`config.mk`:
```
export PLATFORM = sky130hd
export DESIGN_NAME = crc8_telemetry_packet_deframer_unit
export DESIGN_NICKNAME = d
export VERILOG_FILES = /design/src/ctpd_pkg.sv /design/src/ctpd_decode.sv /design/src/crc8_telemetry_packet_deframer_unit.sv
export SDC_FILE = /design/constraint.sdc
export NUM_CORES = 1
export LEC_CHECK = 0
export BUFFER_PORTS_ARGS = -buffer_cell sky130_fd_sc_hd__buf_2
export CELL_PAD_IN_SITES_DETAIL_PLACEMENT = 1
export CELL_PAD_IN_SITES_GLOBAL_PLACEMENT = 2
export CORE_UTILIZATION = 30
export DETAILED_ROUTE_END_ITERATION = 16
export PLACE_DENSITY_LB_ADDON = 0.2
export SLEW_MARGIN = 0
export SYNTH_ARGS = -nofsm -noshare
export SYNTH_HDL_FRONTEND = slang
export SYNTH_HIERARCHICAL = 1
export SYNTH_SLANG_ARGS = --single-unit
```
`constraint.sdc`:
```
create_clock -name i_clk -period 17.75 [get_ports i_clk]
set_input_delay 2.6625 -clock i_clk [delete_from_list [all_inputs] [get_ports i_clk]]
set_output_delay 2.6625 -clock i_clk [all_outputs]
set_load 0.05 [all_outputs]
```
`src/ctpd_pkg.sv`:
```
// Shared types and constants of the telemetry packet deframer.
`default_nettype none

package ctpd_pkg;

    // Frame code bytes.
    localparam logic [7:0] CODE_CURRENT    = 8'h1c;
    localparam logic [7:0] CODE_VOLTAGE    = 8'hb3;
    localparam logic [7:0] CODE_CTRL_TEMP  = 8'hf9;
    localparam logic [7:0] CODE_MOTOR_TEMP = 8'h48;
    localparam logic [7:0] CODE_RUDDER     = 8'ha7;
    localparam logic [7:0] CODE_FLAGS      = 8'h8f;
    localparam logic [7:0] CODE_EEPROM     = 8'h9a;
    localparam logic [7:0] CODE_VERSION    = 8'h88;

    // Kind codes reported on the result channel.
    localparam logic [3:0] KIND_CURRENT    = 4'd0;
    localparam logic [3:0] KIND_VOLTAGE    = 4'd1;
    localparam logic [3:0] KIND_CTRL_TEMP  = 4'd2;
    localparam logic [3:0] KIND_MOTOR_TEMP = 4'd3;
    localparam logic [3:0] KIND_RUDDER     = 4'd4;
    localparam logic [3:0] KIND_FLAGS      = 4'd5;
    localparam logic [3:0] KIND_EEPROM     = 4'd6;
    localparam logic [3:0] KIND_VERSION    = 4'd7;
    localparam logic [3:0] KIND_UNKNOWN    = 4'd8;

    localparam logic [7:0]  CRC_INIT       = 8'hFF;
    localparam logic [7:0]  CRC_POLY       = 8'h31;
    localparam logic [7:0]  PKT_CNT_MAX    = 8'd255;
    localparam logic [15:0] RUDDER_NONE    = 16'd65535;
    localparam logic [14:0] VERSION_SCALE  = 15'd100;

    typedef struct packed {
        logic [3:0]  kind;
        logic [15:0] raw_value;
        logic        rudder_missing;
        logic        eeprom_pair_done;
        logic [7:0]  eeprom_pair_addr;
        logic [15:0] eeprom_pair_word;
        logic [14:0] version_number;
        logic [7:0]  packets_seen;
        logic [15:0] status_flags;
    } t_result;

    // Decoder state that persists between packets.
    typedef struct packed {
        logic [7:0]  pkt_cnt;
        logic [15:0] flags;
        logic [7:0]  even_addr;
        logic [7:0]  even_value;
    } t_dec_state;

endpackage

`default_nettype wire

```
`src/ctpd_decode.sv`:
```
// Combinational decoder for one synchronized, CRC-checked frame.
`default_nettype none

module ctpd_decode
    import ctpd_pkg::*;
(
    input  wire logic [7:0] i_code,
    input  wire logic [7:0] i_lo,
    input  wire logic [7:0] i_hi,
    input  wire t_dec_state i_state,
    output t_dec_state      o_state,
    output t_result         o_result
);

    logic [3:0]  kind;
    logic [15:0] value;
    logic        pair_hit;

    always_comb begin
        case (i_code)
            CODE_CURRENT:    kind = KIND_CURRENT;
            CODE_VOLTAGE:    kind = KIND_VOLTAGE;
            CODE_CTRL_TEMP:  kind = KIND_CTRL_TEMP;
            CODE_MOTOR_TEMP: kind = KIND_MOTOR_TEMP;
            CODE_RUDDER:     kind = KIND_RUDDER;
            CODE_FLAGS:      kind = KIND_FLAGS;
            CODE_EEPROM:     kind = KIND_EEPROM;
            CODE_VERSION:    kind = KIND_VERSION;
            default:         kind = KIND_UNKNOWN;
        endcase
    end

    assign value = {i_hi, i_lo};

    // An odd address completes a pair only when it directly follows the stored even one.
    assign pair_hit = (kind == KIND_EEPROM) && i_lo[0]
                   && ({1'b0, i_lo} == ({1'b0, i_state.even_addr} + 9'd1));

    always_comb begin
        o_state = i_state;
        if (i_state.pkt_cnt != PKT_CNT_MAX) begin
            o_state.pkt_cnt = i_state.pkt_cnt + 8'd1;
        end
        if (kind == KIND_FLAGS) begin
            o_state.flags = value;
        end
        if ((kind == KIND_EEPROM) && !i_lo[0]) begin
            o_state.even_addr  = i_lo;
            o_state.even_value = i_hi;
        end

        o_result.kind             = kind;
        o_result.raw_value        = value;
        o_result.rudder_missing   = (kind == KIND_RUDDER) && (value == RUDDER_NONE);
        o_result.eeprom_pair_done = pair_hit;
        o_result.eeprom_pair_addr = pair_hit ? i_state.even_addr : 8'd0;
        o_result.eeprom_pair_word = pair_hit ? {i_hi, i_state.even_value} : 16'd0;
        o_result.version_number   = (kind == KIND_VERSION)
                                  ? (15'(i_hi) * VERSION_SCALE + 15'(i_lo)) : 15'd0;
        o_result.packets_seen     = o_state.pkt_cnt;
        o_result.status_flags     = o_state.flags;
    end

endmodule

`default_nettype wire

```
`src/crc8_telemetry_packet_deframer_unit.sv`:
```
// Top level of the CRC-8 telemetry packet deframer.
//
// The block takes one received serial byte per item on the input channel
// (i_valid, o_ready, i_rx_byte) and gives at most one decoded packet per item
// on the result channel (o_valid, i_ready and the o_* result fields).
// Bytes gather in a three-byte window; the fourth byte is compared with the
// CRC-8 (polynomial 0x31, start value 0xFF, MSB first) of the window. A good
// CRC consumes the frame, a bad one drops the oldest byte and loses sync.
// After two good frames in a row, every further good frame is decoded.
//
// Throughput is one item per cycle while o_ready is high: the CRC check over
// the window, the code decode and all state updates complete in the cycle
// the byte is accepted. While the output register is free, the result of a
// byte is loaded into it at the edge that accepts the byte.
// When the receiver stalls, the waiting result stays in the output register
// and the next result goes into a one-entry skid register; o_ready drops only
// while the skid register is full, so no result is lost.
// Reset clears the window fill, the sync count, the packet counter, the
// flags word, the stored EEPROM pair and both output valid flags.
`default_nettype none

module crc8_telemetry_packet_deframer_unit
    import ctpd_pkg::*;
(
    input  wire logic        i_clk,
    input  wire logic        i_rst_n,
    input  wire logic        i_valid,
    output logic             o_ready,
    input  wire logic [7:0]  i_rx_byte,
    output logic             o_valid,
    input  wire logic        i_ready,
    output logic [3:0]       o_kind,
    output logic [15:0]      o_raw_value,
    output logic             o_rudder_missing,
    output logic             o_eeprom_pair_done,
    output logic [7:0]       o_eeprom_pair_addr,
    output logic [15:0]      o_eeprom_pair_word,
    output logic [14:0]      o_version_number,
    output logic [7:0]       o_packets_seen,
    output logic [15:0]      o_status_flags
);

    localparam logic [1:0] SYNC_DONE = 2'd2;
    localparam logic [1:0] WIN_FULL  = 2'd3;

    function automatic logic [7:0] crc8_update(input logic [7:0] crc, input logic [7:0] b);
        logic [7:0] r;
        r = crc ^ b;
        for (int i = 0; i < 8; i++) begin
            r = r[7] ? ({r[6:0], 1'b0} ^ CRC_POLY) : {r[6:0], 1'b0};
        end
        return r;
    endfunction

    // Window bytes hold payload only; the fill count says which are meaningful.
    logic [7:0] r_win0, r_win1, r_win2;
    logic [1:0] r_fill, n_fill;
    logic [1:0] r_sync, n_sync;
    t_dec_state r_dec, dec_next;
    t_result    dec_res;

    t_result r_out, r_skid;
    logic    r_out_valid, r_skid_valid;

    logic       in_acc, out_acc;
    logic [7:0] win_crc;
    logic       crc_good, res_fire;

    assign in_acc  = i_valid && o_ready;
    assign out_acc = r_out_valid && i_ready;
    assign o_ready = !r_skid_valid;

    assign win_crc  = crc8_update(crc8_update(crc8_update(CRC_INIT, r_win0), r_win1), r_win2);
    assign crc_good = (r_fill == WIN_FULL) && (win_crc == i_rx_byte);
    assign res_fire = in_acc && crc_good && (r_sync == SYNC_DONE);

    ctpd_decode u_decode (
        .i_code   (r_win0),
        .i_lo     (r_win1),
        .i_hi     (r_win2),
        .i_state  (r_dec),
        .o_state  (dec_next),
        .o_result (dec_res)
    );

    always_comb begin
        n_fill = r_fill;
        n_sync = r_sync;
        if (in_acc) begin
            if (r_fill != WIN_FULL) begin
                n_fill = r_fill + 2'd1;
            end else if (crc_good) begin
                n_fill = 2'd0;
                if (r_sync != SYNC_DONE) begin
                    n_sync = r_sync + 2'd1;
                end
            end else begin
                n_sync = 2'd0;
            end
        end
    end

    // Window storage: fill in order, or slide by one byte on a CRC miss.
    always_ff @(posedge i_clk) begin
        if (in_acc) begin
            case (r_fill)
                2'd0: r_win0 <= i_rx_byte;
                2'd1: r_win1 <= i_rx_byte;
                2'd2: r_win2 <= i_rx_byte;
                default: begin
                    if (!crc_good) begin
                        r_win0 <= r_win1;
                        r_win1 <= r_win2;
                        r_win2 <= i_rx_byte;
                    end
                end
            endcase
        end
    end

    always_ff @(posedge i_clk) begin
        if (!i_rst_n) begin
            r_fill <= 2'd0;
            r_sync <= 2'd0;
            r_dec  <= '0;
        end else begin
            r_fill <= n_fill;
            r_sync <= n_sync;
            if (res_fire) begin
                r_dec <= dec_next;
            end
        end
    end

    // Output register with a one-entry skid stage behind it.
    always_ff @(posedge i_clk) begin
        if (!i_rst_n) begin
            r_out_valid  <= 1'b0;
            r_skid_valid <= 1'b0;
        end else if (!r_out_valid || out_acc) begin
            if (r_skid_valid) begin
                r_out_valid  <= 1'b1;
                r_skid_valid <= 1'b0;
            end else begin
                r_out_valid  <= res_fire;
            end
        end else if (res_fire) begin
            r_skid_valid <= 1'b1;
        end
    end

    always_ff @(posedge i_clk) begin
        if (!r_out_valid || out_acc) begin
            if (r_skid_valid) begin
                r_out <= r_skid;
            end else if (res_fire) begin
                r_out <= dec_res;
            end
        end else if (res_fire) begin
            r_skid <= dec_res;
        end
    end

    assign o_valid            = r_out_valid;
    assign o_kind             = r_out.kind;
    assign o_raw_value        = r_out.raw_value;
    assign o_rudder_missing   = r_out.rudder_missing;
    assign o_eeprom_pair_done = r_out.eeprom_pair_done;
    assign o_eeprom_pair_addr = r_out.eeprom_pair_addr;
    assign o_eeprom_pair_word = r_out.eeprom_pair_word;
    assign o_version_number   = r_out.version_number;
    assign o_packets_seen     = r_out.packets_seen;
    assign o_status_flags     = r_out.status_flags;

    // The skid entry is only ever filled behind a waiting output entry.
    a_skid_behind_out: assert property (@(posedge i_clk) disable iff (!i_rst_n)
        r_skid_valid |-> r_out_valid)
        else $error("skid entry valid while output register empty");

    // The sync count saturates at two good frames.
    a_sync_range: assert property (@(posedge i_clk) disable iff (!i_rst_n)
        r_sync != 2'd3)
        else $error("sync count out of range");

    // A good frame always empties the window.
    a_good_empties: assert property (@(posedge i_clk) disable iff (!i_rst_n)
        (in_acc && crc_good) |=> (r_fill == 2'd0))
        else $error("window not emptied after good frame");

    // A decoded packet bumps the counter unless it is already saturated.
    a_pkt_count: assert property (@(posedge i_clk) disable iff (!i_rst_n)
        (res_fire && (r_dec.pkt_cnt != PKT_CNT_MAX))
        |=> (r_dec.pkt_cnt == $past(r_dec.pkt_cnt) + 8'd1))
        else $error("packet counter did not advance");

    // A bad CRC on a full window always drops sync.
    a_bad_crc_unsync: assert property (@(posedge i_clk) disable iff (!i_rst_n)
        (in_acc && (r_fill == WIN_FULL) && !crc_good) |=> (r_sync == 2'd0 && r_fill == WIN_FULL))
        else $error("bad CRC did not drop sync");

endmodule

`default_nettype wire

```
==> results.yml <==
outcome:
  outcome: "completed"
synth:
  synth.net_count: 1011
  synth_warnings: 6
  syn_avg_cell_area_um2: 13.27
  synth_ff_type: "edfxtp_1"
  synth-seq-cells: 240
  ys_types: 69
  postSynthCellCount: 953
  syn_area_um2: 12640
  ys_seq_area_share_pct: 53.36
  synth_edf_count: 194
  ys_async_sr_fraction_pct: 0
place:
  dp_hpwl_mm: 20.40
  dp.cells: 1522
  io_buffers: 98
  gp_congestion: 0.7460
  post_dp_cell_area_um2: 13400
cells_and_area:
  fin_cells: 1575
  syn_to_final_growth_pct: 14.41
  drive_gt1_share_pct: 31.19
  layout_commonest_cell: "edfxtp_1"
  finish.utilization_pct: 35.11
  design_area_um2: 14470
  nets: 1078
  layout_common_cells: "194 x edfxtp_1, 133 x mux2_2, 105 x nand2_1"
timing:
  finalSetupViolCount: 0
  period_share_pct: 32.63
  worstMarginPinSlew_ns: 1.022
  hold_violations: 0
  clock_skew_ns: 0.02254
  finalMaxSlewViolations: 0
  max_clock_freq_ghz: 0.1726
  period_minus_slack_ns: 5.793
  maxSlewHeadroom_pct: 31.72
  rsz0062_at_grt: "false"
  finalSetupTns_ns: 0
power:
  seq_power_share_pct: 37.2
  p_leak_nw: 5.733
  p_sw_uw: 456.5
  p_clk_share_pct: 39.4
  peakVddDrop_mv: 0.07229
  power.density_nw_per_um2: 115.8
  internal_power_mw: 1.219
  comb_power_share_pct: 23.3
  p_sw_share_pct: 27.25
route:
  drt_iter0_drc: 377
  drc: 0
  drt_pass1_iterations: 4
  ant_nets: 0
  num_vias: 7451
  totalWireLength_mm: 30.98
  viasPerCell: 4.731
  routedWlPerCell_um: 19.67
critical_path:
  worstPathArrival_ns: 5.97
  cp_max_fo: 57
  crit_type: "in -> reg"
  end_kind: "flop"
  cp_data_required_time_ns: 17.93
  startpoint_type: "primary input"
global_route:
  grt_use_total_pct: 14.50
  globalRouteMet2Util_pct: 21.73
  grt_use_met1_pct: 21.06
  grt_max_degree: 94
  busiest_layer: "met2"
  antenna_found_initial: 1
  grt_pass1_wl_mm: 48.11
  met3_usage_pct: 3.268
  grt_pass1_vias: 7765
  overflow: 0
clock_network:
  cts_max_level: 1
  clk_latency_ns: 0.56
  cts_hold_buf: 0
  root_buffer: "clkbuf_16"
  cts_setup_buffers: 0
  cts_resized: 0
  cts_tree: "built"
  clk_pin_slew_ns: 0.06
  cts_buffers: 28
  ctsLongestPathBuffers: 3
  clock_sinks: 240
worst_hold_path:
  holdCritPathClass: "reg -> reg"
floorplanning:
  die_area_um2: 42970
  core_area_um2: 41200
  row_count: 74
  die_x_um: 207.3
  pin_count: 99
  die_y_um: 207.3
  initial_utilization_pct: 30.69
run:
  maxCapViolCount: 0
==> state kept, by name (all words and copies together), names as in the netlist, 15 cells and up <==
register / cells
o_eeprom_pair_word: 16
r_dec: 40
o_raw_value: 16
o_version_number: 15
r_skid: 85
o_status_flags: 16
==> final cells by class <==
| type | count | area, µm² |
|---|---|---|
| antenna | 1 | 2.502 |
| clock buffer | 32 | 747.0 |
| clock inverter | 20 | 312.8 |
| fill | 4356 | 26740 |
| inverter | 27 | 101.3 |
| multi-input combinational | 610 | 5283 |
| sequential | 240 | 6750 |
| tap | 532 | 665.6 |
| timing repair buffer | 113 | 603.1 |
==> worst paths after layout <==
kind	slack (ns)	from	cells past startpoint	to
setup / recovery	11.96	i_rx_byte[0]	10	o_version_number[12]
hold / removal	0.46	r_dec[21]	2	r_dec[21]
setup reg to reg	12.34	r_win1[2]	10	o_version_number[12]
hold reg to reg	0.46	r_dec[21]	2	r_dec[21]
==> stage by stage <==
stage / total power [mW] / setup WS (ns) / hold WS [ns]
after floorplan: 0.9519 / 9.257 / 0.4313
after global routing: 1.758 / 11.63 / 0.4749
after global placement: 1.027 / 11.45 / 0.4392
final: 1.676 / 11.96 / 0.4564
after detailed placement: 1.030 / 11.34 / 0.4519
after CTS: 1.704 / 11.91 / 0.4637
==> routing by layer <==
metal / up-vias / share of wire (%)
li1: 3566 / -
met1: 3730 / 50
met2: 124 / 44
met3: 31 / 4.7
met4: 0 / 1.3
met5: - / 0
==> power by group through the flow <==
stage          Combinational [mW]  Clock (mW)  Sequential (mW)
3_3_place_gp                0.391           0            0.636
6_report                    0.391       0.661            0.624
5_1_grt                     0.431       0.703            0.625
3_5_place_dp                0.394           0            0.636
4_1_cts                     0.397       0.683            0.624
2_1_floorplan               0.321           0            0.631
==> kinds of logic (layout without fill, tap and decap cells) <==
| kind of cell | count (synthesis) | after routing | share of synthesized area, % |
|---|---|---|---|
| mux | 176 | 176 | 15.25 |
| other cells | 1 | 2 | 0.02966 |
| compound gates | 65 | 65 | 3.573 |
| buf+inv | 103 | 192 | 5.057 |
| simple gates | 242 | 242 | 9.748 |
| fa+ha+maj | 46 | 46 | 4.790 |
| xor+xnor | 80 | 80 | 8.194 |
| flops | 240 | 240 | 53.36 |
==> Yosys cell counts, types with 15 or more instances <==
library cell    n  share of area [%]
inv_1          26               0.77
buf_4          43                2.6
mux2i_1        43                3.4
nand2_1       105                3.1
clkbuf_1       23               0.68
and2_1         31                1.5
mux2_2        133                 12
xor2_1         23                1.6
xnor2_1        33                2.3
dfxtp_1        46                7.3
ha_1           42                4.2
a21oi_1        15               0.59
nor2_1         24               0.71
edfxtp_1      194                 46
==> critical path, cell delays in order <==
cell and delay [ns]:
buf_2 0.15, xor2_1 0.24, xnor3_1 0.28, nor2_1 0.12, mux2i_1 0.08, o2bb2ai_1 0.18
o2111a_2 0.31, nand3_1 0.23, a21oi_4 0.85, buf_4 0.79
Power figures use the tool's default switching activity.
